==> src/design/bmrs_pkg.sv <==
// ----------------------------------------------------------------------------
// bmrs_pkg
// Shared widths and request codes for the bitmap range set and find block.
// ----------------------------------------------------------------------------
package bmrs_pkg;

	localparam int unsigned BIT_FIELD_W = 13;
	localparam int unsigned FOUND_IDX_W = 12;

	typedef enum logic {
		ACT_CHANGE = 1'b0,
		ACT_FIND   = 1'b1
	} action_t;

endpackage

==> src/design/bmrs_ram.sv <==
// ----------------------------------------------------------------------------
// bmrs_ram
// Generic single write port, single read port RAM with registered read data.
// ----------------------------------------------------------------------------
module bmrs_ram #(
	parameter int unsigned WIDTH = 64,
	parameter int unsigned DEPTH = 64,
	localparam int unsigned AW = (DEPTH > 1) ? $clog2(DEPTH) : 1
) (
	input  logic             clk,
	input  logic             we,
	input  logic [AW-1:0]    waddr,
	input  logic [WIDTH-1:0] wdata,
	input  logic [AW-1:0]    raddr,
	output logic [WIDTH-1:0] rdata
);

	logic [WIDTH-1:0] mem [DEPTH];

	always_ff @(posedge clk) begin
		if (we) begin
			mem[waddr] <= wdata;
		end
		rdata <= mem[raddr];
	end

endmodule

==> src/design/bitmap_range_set_find_first.sv <==
// ----------------------------------------------------------------------------
// bitmap_range_set_find_first
// Bitmap of MAP_BITS bits kept in a word-wide RAM, with range set/clear and
// find-first-bit requests.
// ----------------------------------------------------------------------------
// A request is taken when start is high and busy is low. Its result shows on
// found, found_index and range_error for one cycle with done high; the
// receiver cannot stall it. A request walks the storage words of its range
// through one RAM read port and one write port, one word per cycle, with a
// read-modify-write of each word; a find stops at the word holding the first
// match, and an empty, empty-search or out-of-range request goes from idle
// straight to the done state without reading the RAM. busy falls in the cycle
// done is high, so the next request may follow at once. Every word has a valid
// bit that reset clears, so the bitmap reads all zero right after reset with
// no clearing pass. WORD_BITS must be a power of two.
// ----------------------------------------------------------------------------
module bitmap_range_set_find_first
	import bmrs_pkg::*;
#(
	parameter int unsigned MAP_BITS  = 4096,
	parameter int unsigned WORD_BITS = 64
) (
	input  logic                   clk,
	input  logic                   arst_n,
	input  logic                   start,
	output logic                   busy,
	input  logic                   action,
	input  logic [BIT_FIELD_W-1:0] start_bit,
	input  logic [BIT_FIELD_W-1:0] bit_count,
	input  logic [BIT_FIELD_W-1:0] search_end,
	input  logic                   bit_value,
	output logic                   done,
	output logic                   found,
	output logic [FOUND_IDX_W-1:0] found_index,
	output logic                   range_error
);

	localparam int unsigned STORE_WORDS = (MAP_BITS + WORD_BITS - 1) / WORD_BITS;
	localparam int unsigned WORD_SHIFT  = $clog2(WORD_BITS);
	localparam int unsigned WADDR       = (STORE_WORDS > 1) ? $clog2(STORE_WORDS) : 1;
	localparam int unsigned CMP_W       = 20;
	localparam int unsigned IDX_W       = WADDR + WORD_SHIFT;

	typedef enum logic [1:0] {
		S_IDLE,
		S_RUN,
		S_DONE
	} state_t;

	state_t                 state_q;
	logic                   act_q;
	logic                   val_q;
	logic [WADDR-1:0]       first_w_q;
	logic [WADDR-1:0]       last_w_q;
	logic [WORD_SHIFT-1:0]  lo_off_q;
	logic [WORD_SHIFT-1:0]  hi_off_q;
	logic [WADDR-1:0]       rd_w_q;
	logic                   issue_q;
	logic                   err_q;
	logic                   hit_q;
	logic [WORD_BITS-1:0]   hits_q;
	logic [WADDR-1:0]       base_q;

	logic                   vld_s1;
	logic [WADDR-1:0]       w_s1;
	logic                   first_s1;
	logic                   last_s1;
	logic                   word_vld_s1;

	logic                   done_q;
	logic                   found_q;
	logic [FOUND_IDX_W-1:0] found_index_q;
	logic                   range_error_q;

	logic [STORE_WORDS-1:0] word_vld_q;

	logic [CMP_W-1:0]       start_ext;
	logic [CMP_W-1:0]       send_ext;
	logic [CMP_W-1:0]       sum_ext;
	logic [CMP_W-1:0]       hi_ext;
	logic [CMP_W-1:0]       last_ext;
	logic                   req_err;
	logic                   req_empty;

	logic [WORD_BITS-1:0]   rdata;
	logic [WORD_BITS-1:0]   cur_word;
	logic [WORD_BITS-1:0]   lo_mask;
	logic [WORD_BITS-1:0]   hi_mask;
	logic [WORD_BITS-1:0]   span;
	logic [WORD_BITS-1:0]   hits;
	logic [WORD_BITS-1:0]   wdata;
	logic                   we;
	logic [WORD_SHIFT-1:0]  hit_pos;
	logic [IDX_W-1:0]       hit_idx;

	localparam logic [WORD_BITS-1:0] ALL_ONES = '1;

	function automatic logic [WORD_SHIFT-1:0] first_one(input logic [WORD_BITS-1:0] v);
		logic [WORD_SHIFT-1:0] k;
		k = '0;
		for (int i = WORD_BITS - 1; i >= 0; i--) begin
			if (v[i]) begin
				k = WORD_SHIFT'(i);
			end
		end
		return k;
	endfunction

	// request decode
	always_comb begin
		start_ext = CMP_W'(start_bit);
		send_ext  = CMP_W'(search_end);
		sum_ext   = CMP_W'(start_bit) + CMP_W'(bit_count);
		if (action == ACT_CHANGE) begin
			req_err   = (bit_count == '0) || (sum_ext > CMP_W'(MAP_BITS));
			req_empty = 1'b0;
			hi_ext    = sum_ext;
		end else begin
			req_err   = (start_ext > send_ext) || (send_ext > CMP_W'(MAP_BITS));
			req_empty = (start_ext == send_ext);
			hi_ext    = send_ext;
		end
		last_ext = hi_ext - CMP_W'(1);
	end

	// word read back, masked and merged
	always_comb begin
		cur_word = rdata & {WORD_BITS{word_vld_s1}};
		lo_mask  = first_s1 ? (ALL_ONES << lo_off_q) : ALL_ONES;
		hi_mask  = last_s1 ? (ALL_ONES >> (WORD_SHIFT'(WORD_BITS - 1) - hi_off_q)) : ALL_ONES;
		span     = lo_mask & hi_mask;
		hits     = (val_q ? cur_word : ~cur_word) & span;
		wdata    = val_q ? (cur_word | span) : (cur_word & ~span);
		we       = vld_s1 && (state_q == S_RUN) && (act_q == ACT_CHANGE);
		hit_pos  = first_one(hits_q);
		hit_idx  = {base_q, hit_pos};
	end

	bmrs_ram #(
		.WIDTH(WORD_BITS),
		.DEPTH(STORE_WORDS)
	) u_store (
		.clk  (clk),
		.we   (we),
		.waddr(w_s1),
		.wdata(wdata),
		.raddr(rd_w_q),
		.rdata(rdata)
	);

	// per-word valid bits, cleared at reset
	always_ff @(posedge clk or negedge arst_n) begin
		if (!arst_n) begin
			word_vld_q  <= '0;
			word_vld_s1 <= 1'b0;
		end else begin
			if (we) begin
				word_vld_q[w_s1] <= 1'b1;
			end
			word_vld_s1 <= word_vld_q[rd_w_q];
		end
	end

	always_ff @(posedge clk or negedge arst_n) begin
		if (!arst_n) begin
			state_q       <= S_IDLE;
			issue_q       <= 1'b0;
			vld_s1        <= 1'b0;
			done_q        <= 1'b0;
			found_q       <= 1'b0;
			found_index_q <= '0;
			range_error_q <= 1'b0;
			hit_q         <= 1'b0;
			err_q         <= 1'b0;
		end else begin
			done_q <= 1'b0;
			vld_s1 <= 1'b0;
			unique case (state_q)
				S_IDLE: begin
					if (start) begin
						act_q     <= action;
						val_q     <= bit_value;
						first_w_q <= start_ext[WORD_SHIFT +: WADDR];
						rd_w_q    <= start_ext[WORD_SHIFT +: WADDR];
						last_w_q  <= last_ext[WORD_SHIFT +: WADDR];
						lo_off_q  <= start_bit[WORD_SHIFT-1:0];
						hi_off_q  <= last_ext[WORD_SHIFT-1:0];
						hit_q     <= 1'b0;
						err_q     <= req_err;
						if (req_err || req_empty) begin
							state_q <= S_DONE;
						end else begin
							issue_q <= 1'b1;
							state_q <= S_RUN;
						end
					end
				end
				S_RUN: begin
					if (issue_q) begin
						vld_s1   <= 1'b1;
						w_s1     <= rd_w_q;
						first_s1 <= (rd_w_q == first_w_q);
						last_s1  <= (rd_w_q == last_w_q);
						rd_w_q   <= rd_w_q + WADDR'(1);
						if (rd_w_q == last_w_q) begin
							issue_q <= 1'b0;
						end
					end
					if (vld_s1) begin
						if ((act_q == ACT_FIND) && (hits != '0)) begin
							hit_q   <= 1'b1;
							hits_q  <= hits;
							base_q  <= w_s1;
							issue_q <= 1'b0;
							state_q <= S_DONE;
						end else if (last_s1) begin
							issue_q <= 1'b0;
							state_q <= S_DONE;
						end
					end
				end
				S_DONE: begin
					done_q        <= 1'b1;
					found_q       <= hit_q;
					found_index_q <= hit_q ? FOUND_IDX_W'(hit_idx) : '0;
					range_error_q <= err_q;
					state_q       <= S_IDLE;
				end
				default: begin
					state_q <= S_IDLE;
				end
			endcase
		end
	end

	assign busy        = (state_q != S_IDLE);
	assign done        = done_q;
	assign found       = found_q;
	assign found_index = found_index_q;
	assign range_error = range_error_q;

endmodule

==> config.mk <==
export PLATFORM = sky130hd
export DESIGN_NAME = bitmap_range_set_find_first
export DESIGN_NICKNAME = d
export VERILOG_FILES = /design/src/design/bmrs_pkg.sv /design/src/design/bmrs_ram.sv /design/src/design/bitmap_range_set_find_first.sv
export SDC_FILE = /design/constraint.sdc
export NUM_CORES = 2
export LEC_CHECK = 0
export CELL_PAD_IN_SITES_DETAIL_PLACEMENT = 1
export CELL_PAD_IN_SITES_GLOBAL_PLACEMENT = 2
export CORE_ASPECT_RATIO = 0.9
export CORE_MARGIN = 5
export CORE_UTILIZATION = 39
export CTS_CLUSTER_DIAMETER = 40
export DETAILED_ROUTE_END_ITERATION = 7
export DONT_BUFFER_PORTS = 1
export GPL_ROUTABILITY_DRIVEN = 0
export PLACE_DENSITY_LB_ADDON = 0.1
export SLEW_MARGIN = 20
export SYNTH_ARGS = -nofsm -noshare
export SYNTH_HDL_FRONTEND = slang
export SYNTH_SLANG_ARGS = --single-unit
==> constraint.sdc <==
create_clock -name clk -period 5.1 [get_ports clk]
set_input_delay 0.255 -clock clk [delete_from_list [all_inputs] [get_ports clk]]
set_output_delay 0.255 -clock clk [all_outputs]
set_load 0.02 [all_outputs]
==> impl_metrics.csv <==
group,metric,value,unit
status,status,"completed",
floorplan,num_rows,229,
synth,ys_seq_area_frac,0.769,
routing,vias,83700,
cells_and_area,utilization,0.466,
synth,syn_nets,7325,
critical_path,required,5780,ps
floorplan,fp.dieH,634,microns
global_routing,grt_start_max_net_pins,87,
sta,final_max_slew_viol_count,0,
synth,avgSynthCellArea,23.3,sq um
min_path,hp-class,"in -> reg",
sta,min_period,4640,ps
placed_design,portBuffers,0,
sta,setup_viol,0,
clock_network,clock_path_buffers,4,
synth,yosys_warnings,0,
run,cap_violations,0,
power,vdd_ir_drop_max,341,uV
synth,synth_cell_types,83,
clock_network,clock_latency,1050,ps
min_path,hold_path_depth,5,
clock_network,clk_pin_slew,50,ps
critical_path,worstSetupPathType,"reg -> reg",
clock_network,cts.sinks,4356,
clock_network,numCtsBuffers,589,
critical_path,slowest_delay,710,ps
critical_path,crit_family,"simple AND/OR/NAND/NOR gates",
cells_and_area,ff_latch_area,0.130,sq mm
synth,async_flop_share,0.0197,
cells_and_area,drive_above_1_share,0.347,
critical_path,path_max_fanout,70,
critical_path,path_buf_inv,1,
critical_path,start_kind,"register",
floorplan,initial_core_util,0.391,
global_routing,grt_pass1_vias,86700,
routing,finalWirelength,557,mm
routing,wl_per_cell,39.3,microns
floorplan,pin_count,60,
routing,first_pass_iters,6,
floorplan,dieWidth,703,microns
sta,fin_crit_sh,0.910,
clock_network,cts_tree,"done",
synth,ys.flop_type,"edfxtp_1",
routing,drt_iter0_drc,10200,
routing,avgViaCountPerCell,5.91,
sta,maxSlewHeadroom,0.213,
synth,netlist_area,0.169,sq mm
critical_path,worstPathCellList,"o21ai_1, o21ai_0, a32oi_1, o221ai_1, nor4_1, nand4_1, nor4_4, or3b_1, nor2_4, buf_12",
sta,finalSetupTns,0,ps
cells_and_area,fill_cells,38200,
floorplan,die_area,0.446,sq mm
global_routing,grt_util_all_layers,0.248,
critical_path,cp-end-kind,"register",
synth,synth_edf_count,4206,
global_routing,overflow,0,
routing,ant_nets,0,
critical_path,cpMaxStageDelayCell,"edfxtp_1",
synth,syn_inst,7252,
critical_path,cp.depth,10,
critical_path,worstPathArrival,5320,ps
global_routing,antenna_found_initial,36,
critical_path,reg2reg_depth,10,
sta,skew,60.5,ps
cells_and_area,layout_common_cells,"4206 x edfxtp_1, 1365 x mux4_2, 597 x clkbuf_16, 206 x nand2_1, 184 x buf_4",
cells_and_area,nNetsFinal,7942,
global_routing,grt_pass1_wl,756,mm
cells_and_area,multiInputGateArea,0.0385,sq mm
placed_design,dp_hpwl,295,mm
clock_network,root_buffer,"clkbuf_16",
synth,yosys_register_bits,4356,
power,cellLeakagePower,64.0,nW
critical_path,r2r_slack,460,ps
routing,drc,0,
sta,finalHoldViolations,0,
cells_and_area,layout_commonest_cell,"edfxtp_1",
power,power.density,479,mW/mm^2
floorplan,core,0.432,sq mm
cells_and_area,areaGrowthSynthToFinish,19.3,%
sta,grt_setup_unrepaired,"no",
clock_network,h-tree-depth,6,
sta,max_freq,215,MHz
sta,worst_pin_slew,1180,ps
[synthesized netlist by cell type (15+ instances only)]
cell type | number | area share
o21ai_0 | 115 | 0.0034
mux2i_1 | 20 | 0.0012
nand3_1 | 52 | 0.0015
and2_1 | 26 | 0.00096
nand4_1 | 17 | 0.00063
and3_1 | 15 | 0.00056
buf_2 | 42 | 0.0012
inv_1 | 47 | 0.0010
dfrtp_1 | 86 | 0.013
buf_1 | 63 | 0.0014
mux4_2 | 1365 | 0.18
nor3_1 | 26 | 0.00077
nand2_1 | 206 | 0.0046
edfxtp_1 | 4206 | 0.75
or2_2 | 67 | 0.0025
nor2_1 | 159 | 0.0035
nor4_1 | 25 | 0.00093
a21oi_1 | 55 | 0.0016
xnor2_1 | 77 | 0.0040
xor2_1 | 15 | 0.00078
clkbuf_1 | 271 | 0.0060
dfxtp_1 | 64 | 0.0076
ha_1 | 28 | 0.0021
[path summary, 6_finish.rpt]
path	startpoint	end
setup / recovery	hi_off_q[1]	hits_q[51]
hold / removal	start_bit[12]	state_q[0]
setup reg to reg	hi_off_q[1]	hits_q[51]
hold reg to reg	word_vld_q[48]	word_vld_q[48]
max in group asynchronous	arst_n	word_vld_s1
min in group asynchronous	arst_n	word_vld_q[12]
[through the flow]
step | worst slack [ps] | hold WS, ps | std cells | instance area (sq um) | power [mW]
3_5_place_dp | 557 | -34.4 | 13000 | 180000 | 55.0
5_1_grt | 369 | 104 | 14100 | 201000 | 99.5
2_1_floorplan | 497 | -40.6 | 7252 | 169000 | 50.1
6_report | 457 | 118 | 14200 | 201000 | 96.3
4_1_cts | 528 | 13.0 | 14100 | 201000 | 97.3
3_3_place_gp | 587 | -35.2 | 13000 | 180000 | 54.9
[metal layers]
layer  vias to the layer above  GRT usage  wire length, microns
met3                       801     0.0374                 35100
met2                      3327      0.401                269000
li1                      32400          -                     -
met5                         -          0                    19
met1                     47100      0.351                236000
met4                         4     0.0682                 16200
[timing repair]
item,in CTS,in global routing
setup buffers,0,0
hold endpoints to repair,169,1
hold buffers,52,1
resized for setup,0,0
[worst min-delay path, stage by stage]
cell and delay [ps]:
ha_1 140, a31oi_1 170, nand3b_1 210, a211o_1 250, o21ai_1 90
[flip-flops by register name, indices dropped and copies added (netlist names), 2 cells and up]
name	count
first_w_q	6
state_q	2
found_index	12
word_vld_q	64
last_w_q	6
u_store.rdata	64
base_q	6
hits_q	64
u_store.mem	4096
rd_w_q	6
hi_off_q	6
w_s1	6
lo_off_q	6
[where the power goes]
| part | switching, mW | total [mW] | internal [mW] |
|---|---|---|---|
| combinational | 7.22 | 12.6 | 5.36 |
| clock | 16.5 | 42.1 | 25.6 |
| sequential | 0.734 | 41.7 | 40.9 |
[cell families (layout without fill, tap and decap cells)]
logic type / count (synthesis) / count (layout) / share of synthesized area
multiplexers: 1388 / 1388 / 0.184
buffers and inverters: 426 / 1540 / 0.00984
XOR/XNOR: 92 / 92 / 0.00478
adder cells (fa/ha/maj): 29 / 29 / 0.00220
other: 0 / 9 / 0
AND/OR/NAND/NOR: 649 / 649 / 0.0186
AO/OA/AOI/OAI: 312 / 312 / 0.0119
flip-flops: 4356 / 4356 / 0.769
[cell type report]
cell class | count | share of cell area
Antenna cell | 9 | 0.000112
Clock buffer | 684 | 0.0770
Clock inverter | 404 | 0.0235
Inverter | 48 | 0.000920
Multi-Input combinational cell | 2470 | 0.191
Sequential cell | 4356 | 0.645
Tap cell | 5775 | 0.0359
Timing Repair Buffer | 404 | 0.0265
No activity file was read; power rests on OpenSTA's default activity.
